`src/rtl/erbrf_ram.sv`:
```
// Generic single-port-write, single-port-read RAM with registered read data.
// Depends on nothing.
`default_nettype none

module erbrf_ram #(
   parameter int WIDTH = 8,
   parameter int DEPTH = 16
) (
   input  wire logic                     clock,
   input  wire logic                     wr_en,
   input  wire logic [$clog2(DEPTH)-1:0] wr_addr,
   input  wire logic [WIDTH-1:0]         wr_data,
   input  wire logic                     rd_en,
   input  wire logic [$clog2(DEPTH)-1:0] rd_addr,
   output      logic [WIDTH-1:0]         rd_data
);

   logic [WIDTH-1:0] mem_ff [DEPTH];
   logic [WIDTH-1:0] rd_data_ff;

   // Write port and registered read port.
   always_ff @(posedge clock) begin
      if (wr_en) begin
         mem_ff[wr_addr] <= wr_data;
      end
      if (rd_en) begin
         rd_data_ff <= mem_ff[rd_addr];
      end
   end

   assign rd_data = rd_data_ff;

endmodule

`default_nettype wire

```
`config.mk`:
```
export PLATFORM = sky130hd
export DESIGN_NAME = erbrf_ram
export DESIGN_NICKNAME = d
export VERILOG_FILES = /design/src/rtl/erbrf_ram.sv
export SDC_FILE = /design/constraint.sdc
export NUM_CORES = 1
export LEC_CHECK = 0
export BUFFER_PORTS_ARGS = -buffer_cell sky130_fd_sc_hd__buf_2
export CAP_MARGIN = 20
export CORE_MARGIN = 2
export CORE_UTILIZATION = 51
export CTS_CLUSTER_SIZE = 20
export DETAILED_ROUTE_END_ITERATION = 10
export PLACE_DENSITY = 0.79
export SLEW_MARGIN = 20
export SYNTH_ARGS = -nofsm -noshare
export SYNTH_HDL_FRONTEND = slang
export SYNTH_SLANG_ARGS = --single-unit
```
`constraint.sdc`:
```
create_clock -name clock -period 1.7 [get_ports clock]
set_input_delay 0.255 -clock clock [delete_from_list [all_inputs] [get_ports clock]]
set_output_delay 0.255 -clock clock [all_outputs]
set_load 0.005 [all_outputs]
```
==> results of run 1 <==
==> metrics by stage <==
| step | hold slack [ps] | area (um2) | utilization | setup slack, ps | cells |
|---|---|---|---|---|---|
| 6_report | 103 | 6240 | 0.633 | 174 | 433 |
| 5_1_grt | 85.7 | 6240 | 0.633 | 113 | 433 |
| 4_1_cts | 78.0 | 6240 | 0.633 | 171 | 433 |
| 3_5_place_dp | 626 | 5650 | 0.573 | -108 | 402 |
| 3_3_place_gp | 624 | 5650 | 0.573 | -79.6 | 402 |
| 2_1_floorplan | 354 | 5230 | - | 163 | 229 |
==> flip-flops by register name, summed over array words and instances, names as in the netlist <==
| register | count |
|---|---|
| mem_ff | 128 |
| rd_data | 8 |
==> layer usage <==
metal  routed length (um)  part of all wire  vias to the layer above
met5                    0                 0                        -
met4                  163             0.017                        0
met3                  717             0.074                       10
met2                 4930              0.51                      109
met1                 3870              0.40                     1204
li1                     -                 -                     1098
==> layout make-up <==
cell class | instances | area [um2]
timing repair buffer | 50 | 335
tap | 133 | 166
fill | 620 | 3620
sequential | 136 | 4080
multi-input combinational | 83 | 1060
clock inverter | 14 | 181
clock buffer | 17 | 414
==> kinds of logic after synthesis <==
family          count (synthesis)  synth area share
compound gates                 16            0.0230
simple gates                   35            0.0314
mux                            32             0.148
buf+inv                        10            0.0165
flops                         136             0.781
==> where the power goes <==
group	internal (uW)	total, uW	switching [uW]
clock	2360	3670	1320
combinational	155	345	190
sequential	3780	3800	19.8
total	6290	7820	1530
==> cells in the final DEF (no fill, tap or decap), types with 3 or more instances in the layout <==
cell	n
edfxtp_1	136
bufinv_16	4
buf_4	22
clkinv_2	5
mux4_2	18
nor3_1	3
mux4_1	14
nor2_1	13
a22oi_1	16
buf_2	26
clkbuf_16	16
nand2_1	9
==> worst max-delay path by stage <==
stage                              from          to  slack, ps  cells past startpoint
after detailed placement     rd_addr[0]  rd_data[1]       -110                      5
after floorplan              rd_addr[0]  rd_data[1]        160                      5
after CTS                  mem_ff[0][4]  rd_data[4]        170                      3
after global routing      mem_ff[11][6]  rd_data[6]        110                      3
after global placement       rd_addr[0]  rd_data[1]        -80                      5
final                      mem_ff[0][4]  rd_data[4]        170                      3
==> cells in the mapped netlist (all sizes together) <==
library cell	n	area share
edfxtp	136	0.78
mux4	32	0.15
a22oi	16	0.023
nor2	13	0.0093
nand2	9	0.0065
buf	7	0.011
nor3	4	0.0038
clkdlybuf4s25	3	0.0057
nand2b	2	0.0024
nand3b	2	0.0029
and2	1	0.0012
and2b	1	0.0014
nand3	1	0.00096
nor2b	1	0.0012
or3b	1	0.0017
==> run summary, run 1 <==
## Detailed routing
* **detailed-route vias per instance** 5.59
* **First-pass DRT Iterations** 4
* **number of nets with antenna violations after routing** 0
* **final routed wirelength across all metal layers** 9.68 mm
* **DRC** 0
* **WL per Instance** 22.4 um
* **total via count after detailed routing** 2421
* **Detailed Route Iter0 Violations** 209

## Final layout
* **number of antenna repair diodes** 0
* **fraction of layout instances using a drive strength above 1** 0.333
* **layout net count** 307
* **synth-to-layout area growth** 19.4%

## Critical path
* **required time at the endpoint of the critical path** 1960 ps
* **destination of the worst register-to-register timing path** rd_data[4]
* **CP max-delay cell** mux4_2
* **cell family with most CP delay** multiplexers
* **Bufs and invs on worst path** 0
* **longest individual stage delay on the worst path** 480 ps
* **Crit Path Max Fanout** 1
* **endpoint arrival time on the critical path** 1790 ps
* **classification of the worst setup path** register to register
* **Worst Reg-to-Reg Cells** 3
* **crit-path cells** mux4_2 -> a22oi_1 -> nand2_1
* **Startpoint Class** register
* **startpoint of the most critical register-to-register path** mem_ff[0][4]
* **sort of element at the end of the critical path** register
* **flop2flop setup slack** 170 ps

## Global route
* **layer carrying the most global-route usage** met2
* **met2 usage** 0.294
* **global-route met1 utilization** 0.260
* **all-layer global routing usage** 0.193
* **antenna violations before repair** 0
* **global-route wire length before repair** 15.0 mm
* **pin count of the biggest net entering global routing** 18
* **met3 usage in global routing** 0.0563
* **total global routing overflow** 0
* **via count of the first global-routing pass** 2587

## Floorplan
* **I/O pin count** 27
* **CORE AREA** 9860 um2
* **Die Y** 105 um
* **width of the die** 105 um
* **initial standard-cell utilization of the core** 0.530
* **area of the die** 11100 um2
* **Core Rows** 36

## Clocking
* **number of cells upsized or downsized after cts** 0
* **register clock-pin slew on the reported worst setup and hold paths** 60 ps
* **maximum clock insertion buffer count** 2
* **CTS sink count** 136
* **Setup Buffers After CTS** 0
* **clock latency reported for the late side of the worst-skew pair** 510 ps
* **CTS tree** built
* **CTS Hold Bufs** 0
* **clock buffer count from CTS** 17
* **H-Tree Depth** 4
* **Root Buffer Master** clkbuf_8

## Timing
* **Rel. slew slack** 0.758
* **RSZ-0062 raised after global routing** false
* **count of endpoints failing hold in the final timing report** 0
* **Final Skew** 5.98 ps
* **number of pins with negative max-slew slack in the final report** 0
* **Worst Tran Pin Value** 363 ps
* **final clock period utilization by the worst path** 0.897
* **setup tns final** 0 ps
* **Tmin final** 1530 ps
* **number of failing setup endpoints in the final timing report** 0
* **maximum operating frequency** 0.655 GHz

## Status
* **result of the run** complete, no violations

## Placed design
* **final weighted congestion in routability-driven placement** 0.733
* **HPWL after detailed placement** 6.03 mm
* **number of port buffers** 26

## Synth
* **Cells after Synth** 229
* **flip-flop and latch count after synthesis** 136
* **mapped cell area** 5230 um2
* **mean area per synthesized cell** 22.8 um2
* **post-synth cell types** 18
* **synthesis warning total** 0
* **post-synth net total** 248
* **register area share after synthesis** 0.781

## Pwr
* **overall power after layout** 7820 uW
* **PD cells** 1250 nW/um2
* **Peak VDD IR** 0.944 mV
* **static leakage** 0.00214 uW

## Min path
* **Hold Path Origin** rd_en
* **Hold Crit Depth** 1
* **worst hold path type** input port to register
* **Hold Crit Endpoint** rd_data[1]

## Run
* **number of max-capacitance violations reported** 0

Note: power is estimated with default switching activity, not from simulation.
==> run 2, diff against run 1 <==
- CORE_UTILIZATION: 51 -> 40
- PLACE_DENSITY: 0.79 -> default
- PLACE_DENSITY_LB_ADDON: default -> 0.05
==> run summary, run 2 (synthesis gave the netlist of run 1 again) <==
## Timing
* **number of pins with negative max-slew slack in the final report** 0, unchanged
* **final clock period utilization by the worst path** 0.907, +0.00907
* **RSZ-0062 raised after global routing** false
* **count of endpoints failing hold in the final timing report** 0, unchanged
* **Rel. slew slack** 0.438, -0.320
* **Worst Tran Pin Value** 841 ps, +478 ps
* **post-route worst setup slack** 159 ps, -15.4 ps
* **number of failing setup endpoints in the final timing report** 0, unchanged
* **Tmin final** 1540 ps, +15.4 ps
* **Final Skew** 4.68 ps, -1.30 ps
* **maximum operating frequency** 0.649 GHz, -1.0%

## Critical path
* **longest individual stage delay on the worst path** 500 ps, +20 ps
* **crit-path cells** mux4_1 -> a22oi_1 -> nand2_1
* **CP max-delay cell** mux4_1
* **Bufs and invs on worst path** 0, unchanged
* **cell family with most CP delay** multiplexers
* **endpoint arrival time on the critical path** 1690 ps, -100 ps
* **sort of element at the end of the critical path** register
* **required time at the endpoint of the critical path** 1850 ps, -110 ps
* **Startpoint Class** register
* **Crit Path Max Fanout** 1, unchanged
* **classification of the worst setup path** register to register

## Final layout
* **summed area of non-filler cells in the final layout** 6230 um2, -0.14%
* **synth-to-layout area growth** 19.3%
* **most common cell after layout, fill and taps aside** edfxtp_1
* **commonest non-fill, non-tap cells in the layout** edfxtp_1 (136), buf_2 (26), buf_4 (21)
* **flip-flop count of the largest register after layout** 128, unchanged
* **layout net count** 309, +0.65%
* **fraction of the core area covered by cells at the end of the flow** 0.492, -0.141
* **fraction of layout instances using a drive strength above 1** 0.304, -0.0297
* **Biggest register** mem_ff
* **number of antenna repair diodes** 0, unchanged

## Global route
* **all-layer global routing usage** 0.168, -0.0250
* **global-route wire length before repair** 16.4 mm, +9.3%
* **pin count of the biggest net entering global routing** 23, +5
* **antenna violations before repair** 0, unchanged
* **total global routing overflow** 0, unchanged
* **via count of the first global-routing pass** 2585, -0.077%

## Run
* **number of max-capacitance violations reported** 0, unchanged

## Clocking
* **maximum clock insertion buffer count** 2, unchanged
* **CTS sink count** 136, unchanged
* **CTS tree** built
* **Setup Buffers After CTS** 0, unchanged
* **H-Tree Depth** 4, unchanged
* **CTS Hold Bufs** 0, unchanged
* **clock buffer count from CTS** 17, unchanged
* **clock latency reported for the late side of the worst-skew pair** 400 ps, -110 ps
* **Root Buffer Master** clkbuf_16
* **number of cells upsized or downsized after cts** 0, unchanged
* **register clock-pin slew on the reported worst setup and hold paths** 50 ps, about the same

## Pwr
* **PD cells** 1150 nW/um2, -7.8%
* **relative contribution of combinational cells to total power** 0.051, +0.007
* **power spent charging and discharging nets** 1420 uW, -7.1%
* **Sw Ratio** 0.197, +0.00174
* **part of the power in the clock network** 0.421, -0.049
* **Peak VDD IR** 0.424 mV, -55%
* **internal power consumption** 5780 uW, -8.1%
* **overall power after layout** 7200 uW, -7.9%
* **share of power burned in registers** 0.528, +0.042
* **static leakage** 0.00211 uW, -1.4%

## Placed design
* **HPWL after detailed placement** 7.01 mm, +16%
* **final weighted congestion in routability-driven placement** 0.699, -4.6%
* **worst slack at placement** -222 ps, -114 ps
* **number of port buffers** 26, unchanged
* **placed cell areas** 5750 um2, +1.8%

## Detailed routing
* **WL per Instance** 22.5 um, +0.65%
* **First-pass DRT Iterations** 4, unchanged
* **DRC** 0, unchanged
* **top routing layer used** met4
* **Detailed Route Iter0 Violations** 200, -4.3%
* **total via count after detailed routing** 2486, +2.7%
* **detailed-route vias per instance** 5.23, -6.4%
* **routed length on met1** 4.87 mm, +26%
* **number of nets with antenna violations after routing** 0, unchanged
* **met2 layer wire length in the routed design** 5.14 mm, +4.2%
* **final routed wirelength across all metal layers** 10.7 mm, +10%
* **routed wl met3** 484 um, -32%

## Floorplan
* **width of the die** 118 um, +12%
* **initial standard-cell utilization of the core** 0.413, -0.117
* **CORE AREA** 12700 um2, +28%
* **area of the die** 14000 um2, +26%
* **Core Rows** 41, +14%
* **Die Y** 118 um, +12%
* **I/O pin count** 27, unchanged

## Status
* **result of the run** complete, no violations

## Min path
* **worst hold path type** input port to register

[run 2: changes by cell type in the layout (fill, tap and decap cells not counted), sizes merged]
cell	previous run	this run
bufinv	4	0
inv	1	0
clkbuf	17	26
buf	50	52
clkinv	7	6
clkinvlp	2	0
[run 2: path summary, 6_finish.rpt]
kind / startpoint / endpoint / slack [ps] / cells after the start
setup / recovery: mem_ff[1][2] / rd_data[2] / 160 / 3
hold reg to reg: mem_ff[15][3] / rd_data[3] / 750 / 3
setup reg to reg: mem_ff[1][2] / rd_data[2] / 160 / 3
hold / removal: rd_en / rd_data[2] / 230 / 1
[run 2: stage by stage]
stage                     TNS [ps]  instances  hold WS [ps]
after floorplan                  0        229           354
after global placement       -1170        443           657
after detailed placement     -1160        443           655
after CTS                        0        475           222
after global routing             0        475           221
final                            0        475           233
[run 2: layout make-up]
type	count	area [um2]
Clock buffer	26	459
Sequential cell	136	4080
Multi-Input combinational cell	83	1060
Clock inverter	6	26.3
Timing Repair Buffer	52	388
Fill cell	1051	6440
Tap cell	172	215
[run 2: layer usage]
| layer | global-route usage | vias to the layer above |
|---|---|---|
| li1 | - | 1105 |
| met1 | 0.229 | 1296 |
| met2 | 0.255 | 69 |
| met3 | 0.0463 | 16 |
| met4 | 0.0730 | 0 |
| met5 | 0 | - |
[run 2: power by group through the flow]
stage          clock network [uW]  registers [uW]  logic (uW)
2_1_floorplan                   0            3860         191
3_3_place_gp                    0            3870         376
3_5_place_dp                    0            3870         378
6_report                     3030            3800         369
4_1_cts                      3110            3800         378
5_1_grt                      3250            3800         405
