==> config.mk <==
export PLATFORM = sky130hd
export DESIGN_NAME = erbrf_mul
export DESIGN_NICKNAME = d
export VERILOG_FILES = /design/src/rtl/erbrf_pkg.sv /design/src/rtl/erbrf_mul.sv
export SDC_FILE = /design/constraint.sdc
export NUM_CORES = 1
export LEC_CHECK = 0
export ABC_AREA = 1
export BUFFER_PORTS_ARGS = -buffer_cell sky130_fd_sc_hd__buf_2
export CAP_MARGIN = 20
export CORE_ASPECT_RATIO = 0.7
export CORE_MARGIN = 2
export CORE_UTILIZATION = 60
export CTS_BUF_LIST = sky130_fd_sc_hd__clkbuf_16
export DETAILED_ROUTE_END_ITERATION = 10
export GPL_TIMING_DRIVEN = 0
export HOLD_SLACK_MARGIN = 0.08
export PLACE_DENSITY = 0.84
export SLEW_MARGIN = 25
export SYNTH_ARGS = -nofsm -noshare
export SYNTH_HDL_FRONTEND = slang
export SYNTH_SLANG_ARGS = --single-unit
==> constraint.sdc <==
create_clock -name clock -period 5.8 [get_ports clock]
set_input_delay 0.58 -clock clock [delete_from_list [all_inputs] [get_ports clock]]
set_output_delay 0.58 -clock clock [all_outputs]
set_load 0.005 [all_outputs]
==> src/rtl/erbrf_pkg.sv <==
// Package for the ERB resonator filterbank: sizes, payload and row types,
// state and operation codes, and the coefficient ROM computed at elaboration.
// Depends on nothing; erbrf_mul and the top module import it.
`default_nettype none

package erbrf_pkg;

   // Block sizes.
   localparam int CHANNELS    = 32;
   localparam int SAMPLE_BITS = 16;
   localparam int CH_W        = (CHANNELS > 1) ? $clog2(CHANNELS) : 1;
   localparam int DRIVE_SHIFT = SAMPLE_BITS + 1;

   // Digit-serial multiplier geometry: a 49-bit signed multiplicand times a
   // 32-bit signed multiplier, four multiplier bits per cycle.
   localparam int MUL_A_W    = 49;
   localparam int MUL_B_W    = 32;
   localparam int MUL_P_W    = MUL_A_W + MUL_B_W;
   localparam int MUL_DIGIT  = 4;
   localparam int MUL_STEPS  = MUL_B_W / MUL_DIGIT;
   localparam int MUL_CNT_W  = $clog2(MUL_STEPS);

   // Configuration register indexes.
   localparam logic [1:0] CSR_ENV_DECAY    = 2'd0;
   localparam logic [1:0] CSR_ENV_ALPHA    = 2'd1;
   localparam logic [1:0] CSR_ENERGY_FLOOR = 2'd2;

   localparam logic [15:0] ENV_DECAY_RESET    = 16'd52429;
   localparam logic [15:0] ENV_ALPHA_RESET    = 16'd13107;
   localparam logic [47:0] ENERGY_FLOOR_RESET = 48'd10995;

   // Fixed-point constants used to build the ROM (Q30).
   localparam longint Q30_ONE     = 64'sd1073741824;
   localparam longint PI_Q30      = 64'sd3373259426;
   localparam longint PI_HALF_Q30 = PI_Q30 / 2;
   localparam longint LN2_Q30     = 64'sd744261118;
   localparam longint LN_ULO_Q30  = 64'sd389293293;
   localparam longint LN_UHI_Q30  = 64'sd3846580452;
   localparam longint ROM_SPAN    = (CHANNELS > 1) ? longint'(CHANNELS - 1) : 64'sd1;

   // Payload types.
   typedef struct packed {
      logic signed [SAMPLE_BITS-1:0] sample;
      logic                          last_in_frame;
   } req_type;

   typedef struct packed {
      logic [4:0]  channel;
      logic [47:0] peak_energy;
      logic        last_channel;
   } rsp_type;

   // One channel's persistent state as held in the state RAM.
   typedef struct packed {
      logic signed [31:0] stage_one_prev;
      logic signed [31:0] stage_one_prev_two;
      logic signed [31:0] stage_two_prev;
      logic signed [31:0] stage_two_prev_two;
      logic [47:0]        envelope;
      logic [47:0]        frame_peak;
   } row_type;

   localparam int ROW_W = $bits(row_type);

   typedef struct packed {
      logic signed [31:0] fb_one;
      logic signed [31:0] fb_two;
      logic signed [31:0] gain;
   } coef_type;

   typedef coef_type [CHANNELS-1:0] coef_rom_type;

   // Multiplier request and response.
   typedef struct packed {
      logic                       start;
      logic signed [MUL_A_W-1:0]  a;
      logic signed [MUL_B_W-1:0]  b;
   } mul_req_type;

   typedef struct packed {
      logic                       done;
      logic signed [MUL_P_W-1:0]  product;
   } mul_rsp_type;

   // Sequencer states and multiply operations of one channel update.
   typedef enum logic [2:0] {
      ST_IDLE,
      ST_READ,
      ST_LOAD,
      ST_MSTART,
      ST_MWAIT,
      ST_WRITE
   } state_type;

   typedef enum logic [3:0] {
      OP_DRIVE1,
      OP_FB1A,
      OP_FB1B,
      OP_DRIVE2,
      OP_FB2A,
      OP_FB2B,
      OP_SQUARE,
      OP_DECAY,
      OP_ALPHA
   } op_type;

   // Arithmetic shift right by s with rounding half up.
   function automatic longint erbrf_round_shift(longint v, int s);
      return (v + (64'sd1 <<< (s - 1))) >>> s;
   endfunction

   // Unsigned long division by shift and subtract; used only while the ROM
   // is built, where every quotient is of non-negative operands.
   function automatic longint unsigned erbrf_udiv(longint unsigned num,
                                                  longint unsigned den);
      longint unsigned quo;
      longint unsigned rem;
      int              i;
      quo = '0;
      rem = '0;
      for (i = 63; i >= 0; i--) begin
         rem = {rem[62:0], num[i]};
         if (rem >= den) begin
            rem    = rem - den;
            quo[i] = 1'b1;
         end
      end
      return quo;
   endfunction

   function automatic logic signed [31:0] erbrf_sat32_l(longint v);
      if (v > 64'sd2147483647) begin
         return 32'sh7FFFFFFF;
      end
      if (v < -64'sd2147483648) begin
         return 32'sh80000000;
      end
      return 32'(v);
   endfunction

   function automatic logic signed [31:0] erbrf_sat32(logic signed [35:0] v);
      if (v > 36'sd2147483647) begin
         return 32'sh7FFFFFFF;
      end
      if (v < -36'sd2147483648) begin
         return 32'sh80000000;
      end
      return 32'(v);
   endfunction

   // Exponential in Q30 by range reduction over ln 2 and a Taylor series.
   function automatic longint unsigned erbrf_exp_q30(longint x);
      longint            xv;
      int                k;
      int                n;
      longint unsigned   term;
      longint unsigned   sum;
      xv   = x;
      k    = 0;
      term = 64'(Q30_ONE);
      sum  = 64'(Q30_ONE);
      while (xv < 0) begin
         xv = xv + LN2_Q30;
         k  = k - 1;
      end
      while (xv >= LN2_Q30) begin
         xv = xv - LN2_Q30;
         k  = k + 1;
      end
      for (n = 1; n <= 24; n++) begin
         term = erbrf_udiv((term * 64'(xv)) >> 30, 64'(n));
         sum  = sum + term;
      end
      if (k >= 0) begin
         return sum << k;
      end
      return sum >> (-k);
   endfunction

   // Cosine in Q30 by folding into the first quadrant and a Taylor series.
   function automatic longint erbrf_cos_q30(longint t_in);
      logic   neg;
      longint t;
      longint t2;
      longint term;
      longint sum;
      longint n;
      neg  = 1'b0;
      t    = t_in;
      term = Q30_ONE;
      sum  = Q30_ONE;
      if (t < 0) begin
         t = -t;
      end
      if (t > PI_HALF_Q30) begin
         t   = PI_Q30 - t;
         neg = 1'b1;
      end
      if (t < 0) begin
         t = -t;
      end
      t2 = erbrf_round_shift(t * t, 30);
      for (n = 1; n <= 10; n++) begin
         term = longint'(erbrf_udiv(64'(erbrf_round_shift(term * t2, 30)),
                                    64'((2 * n - 1) * (2 * n))));
         sum  = n[0] ? sum - term : sum + term;
      end
      return neg ? -sum : sum;
   endfunction

   // Resonator coefficients for every channel, ERB-spaced centers.
   function automatic coef_rom_type erbrf_build_rom();
      coef_rom_type rom;
      longint       ln_u;
      longint       u;
      longint       theta;
      longint       arg;
      longint       r;
      longint       c;
      longint       om;
      int           ch;
      rom  = '0;
      for (ch = 0; ch < CHANNELS; ch++) begin
         ln_u  = LN_ULO_Q30 + longint'(erbrf_udiv(
                    64'((LN_UHI_Q30 - LN_ULO_Q30) * longint'(ch)), 64'(ROM_SPAN)));
         u     = longint'(erbrf_exp_q30(ln_u));
         theta = erbrf_round_shift(
                    longint'(erbrf_udiv(64'((u - Q30_ONE) * 100), 64'd3496)) * PI_Q30, 30);
         arg   = erbrf_round_shift(
                    longint'(erbrf_udiv(64'(u * 247), 64'd160000)) * PI_Q30, 30);
         r     = longint'(erbrf_exp_q30(-arg));
         c     = erbrf_cos_q30(theta);
         om    = Q30_ONE - r;
         rom[ch].fb_one = erbrf_sat32_l(-erbrf_round_shift(r * c, 29));
         rom[ch].fb_two = erbrf_sat32_l(erbrf_round_shift(r * r, 30));
         rom[ch].gain   = erbrf_sat32_l(erbrf_round_shift(om * om, 30));
      end
      return rom;
   endfunction

   localparam coef_rom_type COEF_ROM = erbrf_build_rom();

endpackage

`default_nettype wire

==> src/rtl/erbrf_mul.sv <==
// Digit-serial signed multiplier: consumes four multiplier bits per cycle.
// Depends on erbrf_pkg for widths and the request and response types.
`default_nettype none

module erbrf_mul (
   input  wire logic                  clock,
   input  wire logic                  reset,
   input  wire erbrf_pkg::mul_req_type req,
   output      erbrf_pkg::mul_rsp_type rsp
);

   import erbrf_pkg::*;

   logic signed [MUL_A_W-1:0] a_ff;
   logic [MUL_P_W-1:0]        prod_ff;
   logic [MUL_P_W-1:0]        prod_in;
   logic [MUL_CNT_W-1:0]      cnt_ff;
   logic                      run_ff;
   logic                      done_ff;
   logic                      last_step;
   logic signed [MUL_A_W-1:0] upper;
   logic signed [MUL_DIGIT:0] dig;
   logic signed [MUL_A_W+4:0] part;

   assign last_step = (cnt_ff == MUL_CNT_W'(MUL_STEPS - 1));

   // One step: add multiplicand times the low digit to the upper half, then
   // shift the pair right by one digit. The top digit carries the sign.
   always_comb begin
      upper = $signed(prod_ff[MUL_P_W-1:MUL_B_W]);
      if (last_step) begin
         dig = (MUL_DIGIT+1)'($signed(prod_ff[MUL_DIGIT-1:0]));
      end else begin
         dig = $signed({1'b0, prod_ff[MUL_DIGIT-1:0]});
      end
      part = (MUL_A_W+5)'(upper) + (MUL_A_W+5)'(a_ff) * (MUL_A_W+5)'(dig);
      prod_in = {part[MUL_A_W+3:0], prod_ff[MUL_B_W-1:MUL_DIGIT]};
   end

   // Operand and product registers.
   always_ff @(posedge clock) begin
      if (req.start) begin
         a_ff    <= req.a;
         prod_ff <= {MUL_A_W'(0), req.b};
      end else if (run_ff) begin
         prod_ff <= prod_in;
      end
   end

   // Step counter and completion flag.
   always_ff @(posedge clock) begin
      if (reset) begin
         run_ff  <= 1'b0;
         done_ff <= 1'b0;
         cnt_ff  <= '0;
      end else begin
         done_ff <= run_ff && last_step;
         if (req.start) begin
            run_ff <= 1'b1;
            cnt_ff <= '0;
         end else if (run_ff) begin
            cnt_ff <= cnt_ff + MUL_CNT_W'(1);
            if (last_step) begin
               run_ff <= 1'b0;
            end
         end
      end
   end

   assign rsp.done    = done_ff;
   assign rsp.product = $signed(prod_ff);

endmodule

`default_nettype wire

==> results of run 1 <==
synth_stat cells, types with 9 or more instances:
master	instances	area, um^2
nand2_1	723	2714
inv_1	705	2646
fa_1	196	3924
nor2_1	166	623.1
ha_1	106	1326
edfxtp_1	81	2432
nand3_1	65	325.3
dfxtp_1	54	1081
a21oi_1	49	245.2
clkbuf_1	42	157.7
nand4_1	24	150.1
nand2_2	21	131.4
o21ai_0	18	90.09
nor2_2	17	106.4
inv_2	16	60.06
or2_2	13	81.33
xor2_1	13	113.9
o21bai_1	9	67.56
per-stage QoR:
step,util (%),hold WS (ps)
after floorplan,-,440.0
after global placement,65.33,449.0
after detailed placement,65.39,461.3
after CTS,67.68,275.4
after global routing,67.75,274.0
final,67.77,288.8
layer usage:
layer,track usage [%],share of wire [%],vias up
met5,0,0,-
met4,10.26,1.8,0
met3,7.937,9.6,74
met2,54.91,44,705
met1,52.22,45,7166
li1,-,-,7233
power breakdown:
| group | total [mW] | switching [mW] | internal, mW | leakage, nW |
|---|---|---|---|---|
| logic | 7.11 | 4.69 | 2.43 | 9.73 |
| clock network | 1.20 | 0.540 | 0.661 | 0.309 |
| registers | 1.41 | 0.209 | 1.20 | 1.25 |
| total | 9.72 | 5.44 | 4.29 | 11.3 |
timing repair:
action,CTS,global route
resized for setup,9,8
setup buffers,0,2
setup endpoints to repair,41,21
path summary, 6_finish.rpt:
kind | startpoint | to | slack [ps] | cells after the start
max | cnt_ff[0]$_SDFFE_PP0P_ | prod_ff[77]$_SDFFE_PP0P_ | 140 | 22
min | req[39] | a_ff[7]$_DFFE_PP_ | 290 | 1
max reg2reg | cnt_ff[0]$_SDFFE_PP0P_ | prod_ff[77]$_SDFFE_PP0P_ | 140 | 22
min reg2reg | cnt_ff[2]$_SDFFE_PP0P_ | cnt_ff[2]$_SDFFE_PP0P_ | 480 | 2
sequential cells by signal, indices dropped and copies added (netlist names):
name,count
a_ff,49
done_ff,1
run_ff,1
cnt_ff,3
prod_ff,81
logic make-up after synthesis:
| family | after synthesis | share of synthesized area, % |
|---|---|---|
| XOR/XNOR | 19 | 0.9928 |
| buffers and inverters | 770 | 17.28 |
| AO/OA/AOI/OAI | 100 | 3.471 |
| adder cells (fa/ha/maj) | 302 | 31.32 |
| AND/OR/NAND/NOR | 1057 | 25.97 |
| flip-flops | 135 | 20.96 |
worst max-delay path: cells and delay by family (launching register included):
kind | cells | cell delay (ps)
flip-flops | 1 | 370
AND/OR/NAND/NOR | 12 | 1940
adder cells (fa/ha/maj) | 7 | 2790
buffers and inverters | 3 | 480
placed cells by master, fill, tap and decap left out, types with 4 or more instances in the layout:
cell type,instances
nor2_2,17
clkbuf_16,17
clkbuf_2,8
edfxtp_1,81
nor2_1,166
o21ai_0,18
o21ai_1,7
or2_2,13
a21oi_2,5
buf_4,6
xor2_1,13
xnor2_1,6
nand3_1,65
inv_2,18
o21bai_1,9
nand2_2,21
nand2_1,723
nor3_1,7
clkbuf_1,32
a32o_1,5
inv_1,703
inv_8,6
a21oi_1,48
and2_1,4
fa_1,196
ha_1,106
buf_2,167
nor3_2,7
dfxtp_1,54
nand4_1,24
final cells by class:
class	instances	area, um^2
repair buffers	168	854.6
well taps	371	464.2
inverters	721	2706
flip-flops and latches	135	3513
diodes	2	5.005
plain buffers	47	201.4
clock buffers	17	425.4
fillers	2372	8905
multi-input cells	1478	10350
clock inverters	15	200.2
==> flow_summary.ini, run 1 <==
[timing]
fin_crit_ps = 5661
hold_viol = 0
fin_crit_sh_pct = 97.60
setup_tns_ps = 0
layout_setup_ws_ps = 139.2
maxSlewHeadroom_pct = 30.68
slew_viol_final = 0
worst_pin_slew_ps = 1040
finalSetupViolCount = 0
max_freq_mhz = 176.7
finClkSkew_ps = 11.72
rsz0062_at_grt = no

[cts]
clock_sinks = 135
insertion_delay_ps = 460
numCtsBuffers = 17
tritoncts = built
ctsHtreeMaxLevel = 4
root_buffer = clkbuf_16
ctsHoldBuffers = 0
clkTransAtPathRegs_ps = 70
max-clock-path-buffers = 2

[final_layout]
final_cells = 2954
final_nets = 2954
syn_to_final_growth_pct = 11.72
design_area_mm2 = 0.01873
drive_above_1_share_pct = 11.66

[routing]
ant_nets = 0
vias_per_cell = 5.138
first_pass_iters = 8
drtIter0Drc = 1509
drt_wl_total_um = 51540
vias = 15180
drc = 0
wire_per_inst_um = 17.45

[setup_path]
worstPathCellList = ha_1 -> ha_1 -> nand2_1 -> buf_4 -> or2_2 -> fa_1 -> fa_1 -> fa_1 -> fa_1 -> fa_1 -> inv_2 -> nand3_1 -> nand2_2 -> nand2_2 -> nand2_2 -> nand2_1 -> nand2_2 -> nand2_1 -> nand4_1 -> nand3_1 -> nand2_1 -> inv_1
start_kind = register
crit_type = register to register
critPathArrivalTime_ps = 6030
path_max_fanout = 11
critPathSlowestCell = fa_1
cpMostUsedCell = fa_1
crit_required_ps = 6160
crit_path_end_kind = register
cp_slowest_stage_delay_ps = 520

[logic_synthesis]
synth_seq_cells = 135
syn_nets = 2769
netlist_area_mm2 = 0.01676
syn_inst = 2383
synth-edff-count = 81
seq_area_frac_synth_pct = 20.96
synthArstFlopShare_pct = 0
synth_area_per_cell_um2 = 7.034
yosysWarnings = 0
post_synth_num_cell_types = 39
ys.flop_type = edfxtp_1

[floorplanning]
die-area_mm2 = 0.02931
io_pins = 166
initial_utilization_pct = 60.66
rows = 51
die_w_um = 203.8
die_height_um = 143.8
core_mm2 = 0.02763

[global_routing]
grt_pass1_vias = 14870
track_usage_pct = 36.21
grt-ovfl-total = 0
antenna_found_initial = 2
grt_pass1_wl_um = 79570
grt_max_degree = 51

[placement]
io_buffers = 165
post-place-ws_ps = -525.2
placed_cell_area_mm2 = 0.01807
gp_congestion = 1.009
dp.cells = 2920
dpl.hpwl_um = 42020

[pwr]
p_leak_nw = 11.29
vdd.ir_drop.worst_mv = 0.2704
power_density_mw_per_mm2 = 519.2
power_mw = 9.723

[hold_path]
hold_path_class = input port to register

[flow_run]
max_cap_viol_count = 0

[outcome]
status = completed
Note: power is estimated with default switching activity, not from simulation.
==> inputs of run 2 (changes only) <==
- REMOVE_ABC_BUFFERS: not set -> 1
==> run 2 against run 1 <==
  * Critical path depth down 1
  * Wire length down 11%
  * Final cell count down 1.4%
  * Hold slack worse by 1.6 ps
  * First-iteration DRC count down 9.9%
  * Global-route usage down 3.2 points
  * Clock-buffer cell count unchanged
  * Core utilization down 0.33 points
  * Non-clock buffer count down 39
  * Sequential cell count unchanged
  * Sequential power about the same
  * Critical path type unchanged
  * Largest cell class unchanged
  * Highest routed layer unchanged
==> flow_summary.ini, run 2 (synthesis gave the netlist of run 1 again) <==
[outcome]
status = completed

[cts]
tritoncts = built
root_buffer = clkbuf_16
ctsHoldBuffers = 0
numCtsBuffers = 17
ctsHtreeMaxLevel = 4
insertion_delay_ps = 460
clock_sinks = 135
clkTransAtPathRegs_ps = 70
max-clock-path-buffers = 2

[setup_path]
path_max_fanout = 50
reg2reg_depth = 21
r2r-start = cnt_ff[0]$_SDFFE_PP0P_
critPathArrivalTime_ps = 5900
rr_endpoint = prod_ff[73]$_SDFFE_PP0P_
crit_path_end_kind = register
crit_type = register to register
start_kind = register
rrSetupSlack_ps = 260
crit_required_ps = 6160

[final_layout]
syn_to_final_growth_pct = 11.17
final_nets = 2915
utilization_pct = 67.44
top_regs = prod_ff: 81 flops, a_ff: 49 flops, cnt_ff: 3 flops
fillers = 2358
design_area_mm2 = 0.01863
multi_input_area_mm2 = 0.01037
drive_above_1_share_pct = 11.61
seq_area_mm2 = 0.003517
layout_common_cells = nand2_1 (722), inv_1 (704), fa_1 (196)
top_register = prod_ff
largest_register_ffs = 81
final_common_cell = nand2_1

[timing]
hold_viol = 0
slew_viol_final = 0
finalSetupViolCount = 0
fin_crit_sh_pct = 95.51
max_freq_mhz = 180.5
worst_pin_slew_ps = 940.8
fin_crit_ps = 5540
layout_setup_ws_ps = 260.2
rsz0062_at_grt = no
setup_tns_ps = 0
maxSlewHeadroom_pct = 37.05
finClkSkew_ps = 8.492

[routing]
first_pass_iters = 6
vias = 14870
vias_per_cell = 5.104
wl_met2_um = 20330
ant_nets = 0
drc = 0
wire_per_inst_um = 15.66
routed.top_layer = met4
drtIter0Drc = 1360
wl_met3_um = 3698
drt-met1-wl_um = 20870
drt_wl_total_um = 45630

[placement]
placed_cell_area_mm2 = 0.01805
gp_congestion = 0.9626
io_buffers = 165
dpl.hpwl_um = 36700
post-place-ws_ps = -81.38

[pwr]
vdd.ir_drop.worst_mv = 0.2436
power_mw = 9.535
p_leak_nw = 11.24
power_density_mw_per_mm2 = 511.7

[hold_path]
hold_path_class = input port to register
hold_end = a_ff[7]$_DFFE_PP_
whs_path_depth = 1
min_from = req[39]

[floorplanning]
io_pins = 166
die-area_mm2 = 0.02931
core_mm2 = 0.02763
die_height_um = 143.8
initial_utilization_pct = 60.66
rows = 51
die_w_um = 203.8

[global_routing]
grt_pass1_vias = 14870
grt_pass1_wl_um = 75010
grt_max_degree = 64
track_usage_pct = 33.05
grt-ovfl-total = 0
antenna_found_initial = 1

[flow_run]
max_cap_viol_count = 0
==> run 2: cell types whose count changed in the layout (fill, tap and decap cells not counted), moves of 3 or more <==
cell,previous run,this run
inv_6,3,6
clkbuf_1,32,0
buf_2,167,164
inv_8,6,1
clkbuf_2,8,0
buf_4,6,1
buf_8,0,8
==> run 2: cell type report <==
type                       instances  share of cell area [%]
antenna                            1                 0.01343
clock buffer                      17                   2.283
clock inverter                    15                  0.7722
inverter                         721                   14.52
multi-input combinational       1478                   55.64
sequential                       135                   18.87
tap                              371                   2.491
timing repair buffer             176                   5.405
==> run 2: routing by layer <==
layer  vias up  track usage, %
met4         0           7.991
met1      7089           47.46
li1       7167               -
met5         -               0
met3        65           6.009
met2       551           52.01
==> run 2: stage by stage <==
stage               hold slack (ps)  std cells
global route                  276.9       2913
finish                        287.3       2914
global placement              449.9       2870
floorplan                     441.1       2334
detailed placement            459.1       2880
CTS                           275.0       2913
==> run 2: where the power goes <==
group | internal (mW) | total (mW) | leakage (nW) | switching [mW]
combinational | 2.43 | 7.02 | 9.71 | 4.58
clock | 0.599 | 1.11 | 0.279 | 0.508
sequential | 1.20 | 1.41 | 1.25 | 0.211
total | 4.23 | 9.54 | 11.2 | 5.30
==> run 2: worst max-delay path, stage by stage, from the launching register on <==
cell and delay (ps):
dfxtp_1 360, ha_1 160, ha_1 290, nand2_8 280, or2_2 390, fa_1 450
fa_1 510, fa_1 440, fa_1 520, fa_1 410, inv_1 240, nand3_1 130
nand2_2 200, nand2_2 70, nand2_2 150, nand2_1 70, nand2_1 200, nand2_1 110
nand4_1 110, nand3_1 190, nand2_1 120, inv_1 40
==> run 2: repair_timing <==
| item | in CTS | in global routing |
|---|---|---|
| gates resized for setup | 0 | 1 |
| cloned | 0 | 0 |
| buffers inserted | 1 | 0 |
| setup endpoints to repair | 8 | 7 |
==> run 2: how the worst max path moves through the flow <==
stage,startpoint,to,slack (ps)
floorplan,prod_ff[3]$_DFFE_PP_,prod_ff[55]$_SDFFE_PP0P_,-160
global placement,prod_ff[3]$_DFFE_PP_,prod_ff[73]$_SDFFE_PP0P_,-2550
detailed placement,prod_ff[3]$_DFFE_PP_,prod_ff[73]$_SDFFE_PP0P_,-80
CTS,cnt_ff[0]$_SDFFE_PP0P_,prod_ff[73]$_SDFFE_PP0P_,250
global route,cnt_ff[0]$_SDFFE_PP0P_,prod_ff[75]$_SDFFE_PP0P_,30
finish,cnt_ff[0]$_SDFFE_PP0P_,prod_ff[73]$_SDFFE_PP0P_,260
